**src/design/qse_pkg.sv**
```systemverilog
// Shared types, codes and helpers for the quadrature substep estimator.
`default_nettype none
package qse_pkg;

    localparam int unsigned CFG_IDX_W  = 3;
    localparam int unsigned CFG_DATA_W = 16;

    localparam logic [CFG_IDX_W-1:0] CFG_PHASE0   = 3'd0;
    localparam logic [CFG_IDX_W-1:0] CFG_PHASE1   = 3'd1;
    localparam logic [CFG_IDX_W-1:0] CFG_PHASE2   = 3'd2;
    localparam logic [CFG_IDX_W-1:0] CFG_PHASE3   = 3'd3;
    localparam logic [CFG_IDX_W-1:0] CFG_IDLE_LIM = 3'd4;
    localparam logic [CFG_IDX_W-1:0] CFG_CLK_US   = 3'd5;
    localparam logic [CFG_IDX_W-1:0] CFG_DIR_INV  = 3'd6;

    localparam logic [1:0] MODE_SEED   = 2'd0;
    localparam logic [1:0] MODE_UPDATE = 2'd1;
    localparam logic [1:0] MODE_CLEAR  = 2'd2;

    localparam logic [31:0] POS_RESET   = 32'd32;
    localparam logic [31:0] SEED_OFFSET = 32'd32;
    localparam logic [3:0]  TT_SCALE    = 4'd13;

    typedef enum logic [3:0] {
        S_IDLE,
        S_TT,
        S_TT_W,
        S_UPD,
        S_SF_W,
        S_HI,
        S_HI_W,
        S_LO,
        S_LO_W,
        S_CLAMP,
        S_MUL,
        S_FIN,
        S_OUT
    } t_state;

    // magnitude of a signed 32-bit word, most negative gives 2^31
    function automatic logic [31:0] abs32(input logic [31:0] v);
        return v[31] ? (32'd0 - v) : v;
    endfunction

    // signed quotient from magnitude and sign, saturated to 32 bits
    function automatic logic [31:0] sat_rate(input logic [63:0] q, input logic neg);
        logic [31:0] r;
        if (!neg) begin
            r = (q > 64'h0000_0000_7FFF_FFFF) ? 32'h7FFF_FFFF : q[31:0];
        end else begin
            r = (q > 64'h0000_0000_8000_0000) ? 32'h8000_0000 : (32'd0 - q[31:0]);
        end
        return r;
    endfunction

endpackage
`default_nettype wire

```
**src/design/qse_div.sv**
```systemverilog
// Restoring unsigned divider, 64-bit by 32-bit, one quotient bit a cycle.
`default_nettype none
module qse_div (
    input  wire logic        i_clk,
    input  wire logic        i_rst_n,
    input  wire logic        i_start,
    input  wire logic [63:0] i_num,
    input  wire logic [31:0] i_den,
    output logic             o_done,
    output logic [63:0]      o_quo
);
    import qse_pkg::*;

    logic        r_busy;
    logic [5:0]  r_cnt;
    logic [32:0] r_rem;
    logic [63:0] r_quo;
    logic [31:0] r_den;
    logic        r_done;

    logic [32:0] trial;
    logic        fits;

    assign trial = {r_rem[31:0], r_quo[63]};
    assign fits  = trial >= {1'b0, r_den};

    always_ff @(posedge i_clk) begin
        if (!i_rst_n) begin
            r_busy <= 1'b0;
            r_cnt  <= '0;
            r_done <= 1'b0;
        end else begin
            r_done <= 1'b0;
            if (i_start) begin
                r_busy <= 1'b1;
                r_cnt  <= '0;
            end else if (r_busy) begin
                r_cnt <= r_cnt + 6'd1;
                if (r_cnt == 6'd63) begin
                    r_busy <= 1'b0;
                    r_done <= 1'b1;
                end
            end
        end
    end

    always_ff @(posedge i_clk) begin
        if (i_start) begin
            r_rem <= '0;
            r_quo <= i_num;
            r_den <= i_den;
        end else if (r_busy) begin
            r_rem <= fits ? (trial - {1'b0, r_den}) : trial;
            r_quo <= {r_quo[62:0], fits};
        end
    end

    assign o_done = r_done;
    assign o_quo  = r_quo;

    a_no_restart: assert property (@(posedge i_clk) disable iff (!i_rst_n)
        i_start |-> !r_busy) else $error("divider restarted while busy");
    a_done_after_last: assert property (@(posedge i_clk) disable iff (!i_rst_n)
        r_busy && r_cnt == 6'd63 && !i_start |=> r_done && !r_busy)
        else $error("divider did not finish after last bit");
    a_done_pulse: assert property (@(posedge i_clk) disable iff (!i_rst_n)
        r_done |=> !r_done) else $error("done held longer than a cycle");

endmodule
`default_nettype wire

```
**config.mk**
```make
export PLATFORM = sky130hd
export DESIGN_NAME = qse_div
export DESIGN_NICKNAME = d
export VERILOG_FILES = /design/src/design/qse_pkg.sv /design/src/design/qse_div.sv
export SDC_FILE = /design/constraint.sdc
export NUM_CORES = 1
export LEC_CHECK = 0
export BUFFER_PORTS_ARGS = -buffer_cell sky130_fd_sc_hd__buf_2
export CORE_ASPECT_RATIO = 1.75
export CORE_MARGIN = 2
export CORE_UTILIZATION = 25
export DETAILED_ROUTE_END_ITERATION = 7
export GPL_TIMING_DRIVEN = 0
export PLACE_DENSITY = 0.54
export SLEW_MARGIN = 20
export SYNTH_ARGS = -nofsm -noshare
export SYNTH_HDL_FRONTEND = slang
export SYNTH_SLANG_ARGS = --single-unit
```
**constraint.sdc**
```tcl
create_clock -name i_clk -period 3 [get_ports i_clk]
set_input_delay 0.45 -clock i_clk [delete_from_list [all_inputs] [get_ports i_clk]]
set_output_delay 0.45 -clock i_clk [all_outputs]
set_load 0.01 [all_outputs]
```
==> impl_metrics.csv, run 1 <==
group,metric,value,unit
run_status,status,"finished, final reports clean",
timing,max_freq,0.351,GHz
route,drt-total-wl,21.9,mm
yosys,synth_edf_count,96,
route,ant_nets,0,
placement,io_buffers,163,
critical_path,cp.required,3.34,ns
clocking,cts_buffers,17,
critical_path,critPathMaxStageDelay,0.34,ns
route,wire_per_inst,17.1,um
critical_path,arrival,3.19,ns
critical_path,endpoint_kind,"flop",
yosys,ys_dominant_reg_cell,"edfxtp_1",
clocking,cts_tree,"done",
global_routing,grtUsageTotal,14.3,%
yosys,synth_area_leader_cell,"edfxtp_1",
timing,holdWs,0.182,ns
die,core_area,29300,um2
yosys,postSynthCellCount,702,
yosys,synth.avg_cell_area,10.6,um2
flow_run,max_cap_violations,0,
route,drtIter0Drc,221,
clocking,clkSinkCount,136,
yosys,async_flop_share,0,%
die,die_h,232,um
die,die_w,134,um
yosys,synth_top_area_share,38.8,%
layout,final_util,32.3,%
layout,nFillCells,3051,
placement,place_area,8750,um2
global_routing,grt_pass1_vias,6428,
global_routing,antenna_found_initial,1,
route,firstDrtPassIters,4,
yosys,ys_seq_elements,136,
timing,skew,0.0121,ns
power_and_ir_drop,internal_power,3.96,mW
global_routing,grt_pass1_wl,33.9,mm
yosys,ys_types,60,
critical_path,critical-path-top-delay-family,"simple AND/OR/NAND/NOR gates",
critical_path,path_class,"reg2reg",
critical_path,start_kind,"flop",
timing,tightestPinTransition,0.843,ns
clocking,cts_buffer_depth,2,
yosys,synthesis.area,7420,um2
route,drc,0,
timing,finalMaxSlewViolations,0,
timing,finalHoldViolCount,0,
power_and_ir_drop,p_clk_share,35.6,%
global_routing,grt_max_degree,38,
placement,gp_congestion,0.922,
power_and_ir_drop,p_sw_share,29.9,%
power_and_ir_drop,pwr-share-seq,41.1,%
critical_path,worst_path_max_delay_cell,"nor4_2",
power_and_ir_drop,power_density,598,nW/um2
critical_path,cp_max_fo,10,
clocking,clk_latency,0.44,ns
yosys,synth.area.top_cells,"edfxtp_1 39%, dfxtp_1 11%, mux2_2 9.6%",
layout,drive_above_1_share,33.8,%
power_and_ir_drop,p_leak,3.92,nW
power_and_ir_drop,pwr-share-comb,23.3,%
timing,period_minus_slack,2.85,ns
die,die_area,31100,um2
clocking,h-tree-depth,4,
clocking,clk_pin_slew_worst_paths,0.06,ns
placement,post-dp-hpwl,16.8,mm
die,num_rows,83,
route,vias,6052,
power_and_ir_drop,switchingPower,1.69,mW
critical_path,worstPathCellList,"inv_1 -> ha_1 -> buf_2 -> nand4_1 -> nor4_2 -> o21ai_2 -> nand3_2 -> o211ai_4 -> buf_4 -> nand2_2 -> clkbuf_4 -> nand3_1 -> a311oi_1",
layout,antenna_cells,0,
power_and_ir_drop,ir_drop,0.439,mV
die,start_util,25.4,%
timing,fin_crit_sh,94.8,%
power_and_ir_drop,p_total,5.65,mW
layout,area_delta_synth_final,27.4,%
worst_hold_path,hold_path.class,"in2reg",
yosys,ys_seq_area_share,49.6,%
route,via_per_inst,4.71,
yosys,synthesis.nets,835,
timing,slew_headroom,43.8,%
yosys,ys_warn_count,0,
critical_path,path_buf_inv,4,
layout,final_area,9460,um2
die,num_io_pins,164,
timing,finalSetupViolCount,0,
global_routing,grt_overflow,0,
clocking,root_buffer,"clkbuf_16",
layout,nets,1024,
## metal layers
metal / GRT usage [%] / part of all wire (%) / vias up
li1: - / - / 2946
met1: 13.4 / 36 / 2875
met2: 27.4 / 55 / 190
met3: 4.26 / 5.3 / 39
met4: 7.43 / 3.8 / 2
met5: 0 / 0.050 / -
## cells in the mapped netlist (6+ instances only)
master and number:
edfxtp_1 96, xnor2_1 12, nand3_1 18, a21oi_1 47, nand2b_1 7, nand4_1 15, nor2_1 55, o21ai_0 25
nor3_1 6, inv_1 50, ha_1 33, a21o_1 14, nand2_1 76, xor2_1 11, a311oi_1 24, dfxtp_1 40
mux2_2 63, buf_2 11, clkbuf_1 22
## final cells by class
| type | instances | area [um2] | area share (%) |
|---|---|---|---|
| sequential | 136 | 3680 | 38.9 |
| clock buffer | 20 | 437 | 4.62 |
| multi-input combinational | 479 | 3480 | 36.8 |
| inverter | 50 | 188 | 1.98 |
| clock inverter | 11 | 108 | 1.14 |
| buffer | 36 | 194 | 2.05 |
| tap | 382 | 478 | 5.05 |
| timing repair buffer | 171 | 888 | 9.39 |
## state kept, by name (all words and copies together), names as in the netlist
| signal | cells |
|---|---|
| r_busy | 1 |
| r_den | 32 |
| o_done | 1 |
| r_rem | 32 |
| o_quo | 64 |
| r_cnt | 6 |
## through the flow
stage | TNS (ns) | cells | worst slack (ns)
after CTS | -0.00471 | 1283 | -0.00471
final | 0 | 1285 | 0.155
after detailed placement | -6.95 | 1248 | -0.432
after floorplan | 0 | 702 | 0.357
after global routing | -0.00970 | 1285 | -0.00970
after global placement | -91.45 | 1247 | -1.34
## logic make-up after synthesis
family	Yosys count	share of synthesized area, %
buffers and inverters	87	4.84
adders and majority gates	34	5.83
and+or+nand+nor	204	12.9
DFF	136	49.6
AOI/OAI and AO/OA	154	14.4
muxes	64	9.69
xor gates and xnor gates	23	2.71
## power by group through the flow
stage / logic, mW / registers (mW) / clock network (mW)
finish: 1.32 / 2.32 / 2.01
global route: 1.45 / 2.35 / 2.14
CTS: 1.28 / 2.33 / 2.09
detailed placement: 1.27 / 2.36 / 0
global placement: 1.25 / 2.36 / 0
floorplan: 0.789 / 2.38 / 0
## placed cells by master, fill, tap and decap left out, drive strengths merged, types with 15 or more instances in the layout
cell type,count
dfxtp,40
a21oi,48
edfxtp,96
a311oi,27
nand2,76
clkbuf,41
buf,186
nor2,55
inv,50
mux2,63
nand4,15
o21ai,28
nand3,19
ha,33
## worst paths after layout
kind              startpoint         to  slack (ns)  depth (start not counted)
setup / recovery   r_den[13]  r_rem[23]        0.15                         13
hold / removal     i_den[29]  r_den[29]        0.18                          1
setup reg to reg   r_den[13]  r_rem[23]        0.15                         13
hold reg to reg     r_rem[6]   r_rem[7]        0.49                          2
## what timing repair did
item | CTS | global route
pin swaps | 4 | 8
endpoints found under the setup margin | 32 | 15
resized for setup | 9 | 26
buffers inserted | 4 | 3
hold buffers | 0 | 0
No activity file was read; power rests on OpenSTA's default activity.
==> run 2: changes to the inputs <==
--- a/config.mk
+++ b/config.mk
@@ -8,10 +8,11 @@
 export BUFFER_PORTS_ARGS = -buffer_cell sky130_fd_sc_hd__buf_2
 export CORE_ASPECT_RATIO = 1.75
 export CORE_MARGIN = 2
-export CORE_UTILIZATION = 25
+export CORE_UTILIZATION = 53
 export DETAILED_ROUTE_END_ITERATION = 7
+export GPL_ROUTABILITY_DRIVEN = 0
 export GPL_TIMING_DRIVEN = 0
-export PLACE_DENSITY = 0.54
+export PLACE_DENSITY = 0.89
 export SLEW_MARGIN = 20
 export SYNTH_ARGS = -nofsm -noshare
 export SYNTH_HDL_FRONTEND = slang
==> impl_metrics.csv, run 2 (synthesis gave the netlist of run 1 again) <==
group,metric,value,unit
global_routing,grt_max_degree,41,
route,drc,0,
clocking,cts_buffers,17,
route,wl_met2,11.2,mm
global_routing,grt_pass1_vias,6685,
route,via_per_inst,5.95,
power_and_ir_drop,p_leak,3.94,nW
clocking,holdBufCountCts,0,
timing,finalHoldViolCount,0,
timing,finalMaxSlewViolations,0,
route,vias,6426,
critical_path,arrival,3.30,ns
die,die_h,161,um
die,num_io_pins,164,
route,wl_met3,1.73,mm
global_routing,grt_overflow,0,
global_routing,grtUsageTotal,28.4,%
timing,fin_setup_tns,0,ns
placement,post-dp-hpwl,15.4,mm
route,drt-total-wl,21.1,mm
die,core_area,13800,um2
clocking,clk_latency,0.42,ns
layout,largest_reg_flops,64,
global_routing,grt_pass1_wl,32.9,mm
clocking,cts_buffer_depth,2,
clocking,clk_pin_slew_worst_paths,0.07,ns
die,num_rows,57,
timing,tightestPinTransition,0.806,ns
die,die_area,15000,um2
power_and_ir_drop,ir_drop,0.482,mV
timing,fin_crit_sh,99.4,%
layout,final_common_cell,"buf_2",
critical_path,cp_max_fo,10,
flow_run,max_cap_violations,0,
timing,slew_headroom,46.3,%
route,ant_nets,0,
critical_path,endpoint_kind,"flop",
power_and_ir_drop,power_density,633,nW/um2
timing,max_freq,0.335,GHz
clocking,cts_tree,"done",
layout,antenna_cells,0,
layout,nFillCells,986,
placement,io_buffers,163,
route,drt-met1-wl,7.13,mm
timing,period_minus_slack,2.98,ns
route,firstDrtPassIters,8,
global_routing,antenna_found_initial,0,
route,drtIter0Drc,459,
layout,nets,1023,
critical_path,cp.required,3.32,ns
timing,finalSetupViolCount,0,
die,start_util,53.9,%
layout,area_delta_synth_final,24.0,%
route,wire_per_inst,19.6,um
route,highest_layer,"met4",
run_status,status,"finished, final reports clean",
timing,skew,0.0109,ns
clocking,root_buffer,"clkbuf_16",
critical_path,start_kind,"flop",
worst_hold_path,hold_path.class,"in2reg",
layout,layout_common_cells,"174 x buf_2, 96 x edfxtp_1, 74 x nand2_1, 63 x mux2_2, 55 x nor2_1",
clocking,clkSinkCount,136,
layout,drive_above_1_share,33.9,%
die,die_w,93.5,um
critical_path,path_class,"reg2reg",
power_and_ir_drop,p_total,5.83,mW
clocking,h-tree-depth,4,
==> run 2: critical path, stage by stage (launching register included) <==
cell      delay [ns]
edfxtp_1        0.33
inv_1           0.05
ha_1            0.26
buf_2           0.19
nand4_1         0.23
nor4_2          0.42
a31oi_1         0.16
o21ai_0         0.10
nand2b_1        0.15
nand2_2         0.22
clkbuf_2        0.31
nand3_1         0.18
a311oi_1        0.29
==> run 2: final cells by class <==
cell class / instances / area, um2 / area share (%)
sequential: 136 / 3680 / 40.0
multi-input combinational: 479 / 3450 / 37.5
timing repair buffer: 170 / 881 / 9.57
clock buffer: 19 / 433 / 4.70
tap: 177 / 221 / 2.41
inverter: 50 / 188 / 2.04
buffer: 36 / 178 / 1.93
clock inverter: 13 / 170 / 1.85
==> run 2: stage by stage <==
stage	worst slack (ns)	util, %	instance area, um2	instances	hold slack (ns)
2_1_floorplan	0.357	-	7420	702	0.451
3_3_place_gp	-1.02	61.5	8460	1042	0.468
3_5_place_dp	-0.199	61.7	8490	1043	0.490
4_1_cts	0.00454	66.2	9110	1075	0.196
5_1_grt	-0.107	66.9	9210	1080	0.192
6_report	0.0173	66.9	9210	1080	0.202
==> run 2: final timing paths <==
path / start / to / slack, ns / cells past startpoint
worst min-delay path: i_den[29] / r_den[29] / 0.20 / 1
worst min register to register: r_cnt[5] / r_cnt[5] / 0.50 / 2
worst max register to register: r_den[21] / r_rem[23] / 0.02 / 12
worst max-delay path: r_den[21] / r_rem[23] / 0.02 / 12
==> run 2: timing repair <==
action / 4_1_cts / 5_1_grt
setup buffers: 0 / 6
pin swaps: 0 / 10
setup endpoints to repair: 25 / 32
gates resized for setup: 6 / 12
==> run 2: metal layers <==
layer	global-route usage [%]	vias to the layer above
met4	15.9	0
met3	7.88	90
li1	-	2947
met2	50.8	360
met1	29.2	3029
met5	0	-
==> run 2: power by group <==
group / total (mW) / leakage [nW] / internal [mW] / switching, mW
clock network: 2.18 / 0.291 / 1.32 / 0.857
registers: 2.34 / 1.29 / 2.22 / 0.118
logic: 1.31 / 2.36 / 0.529 / 0.784
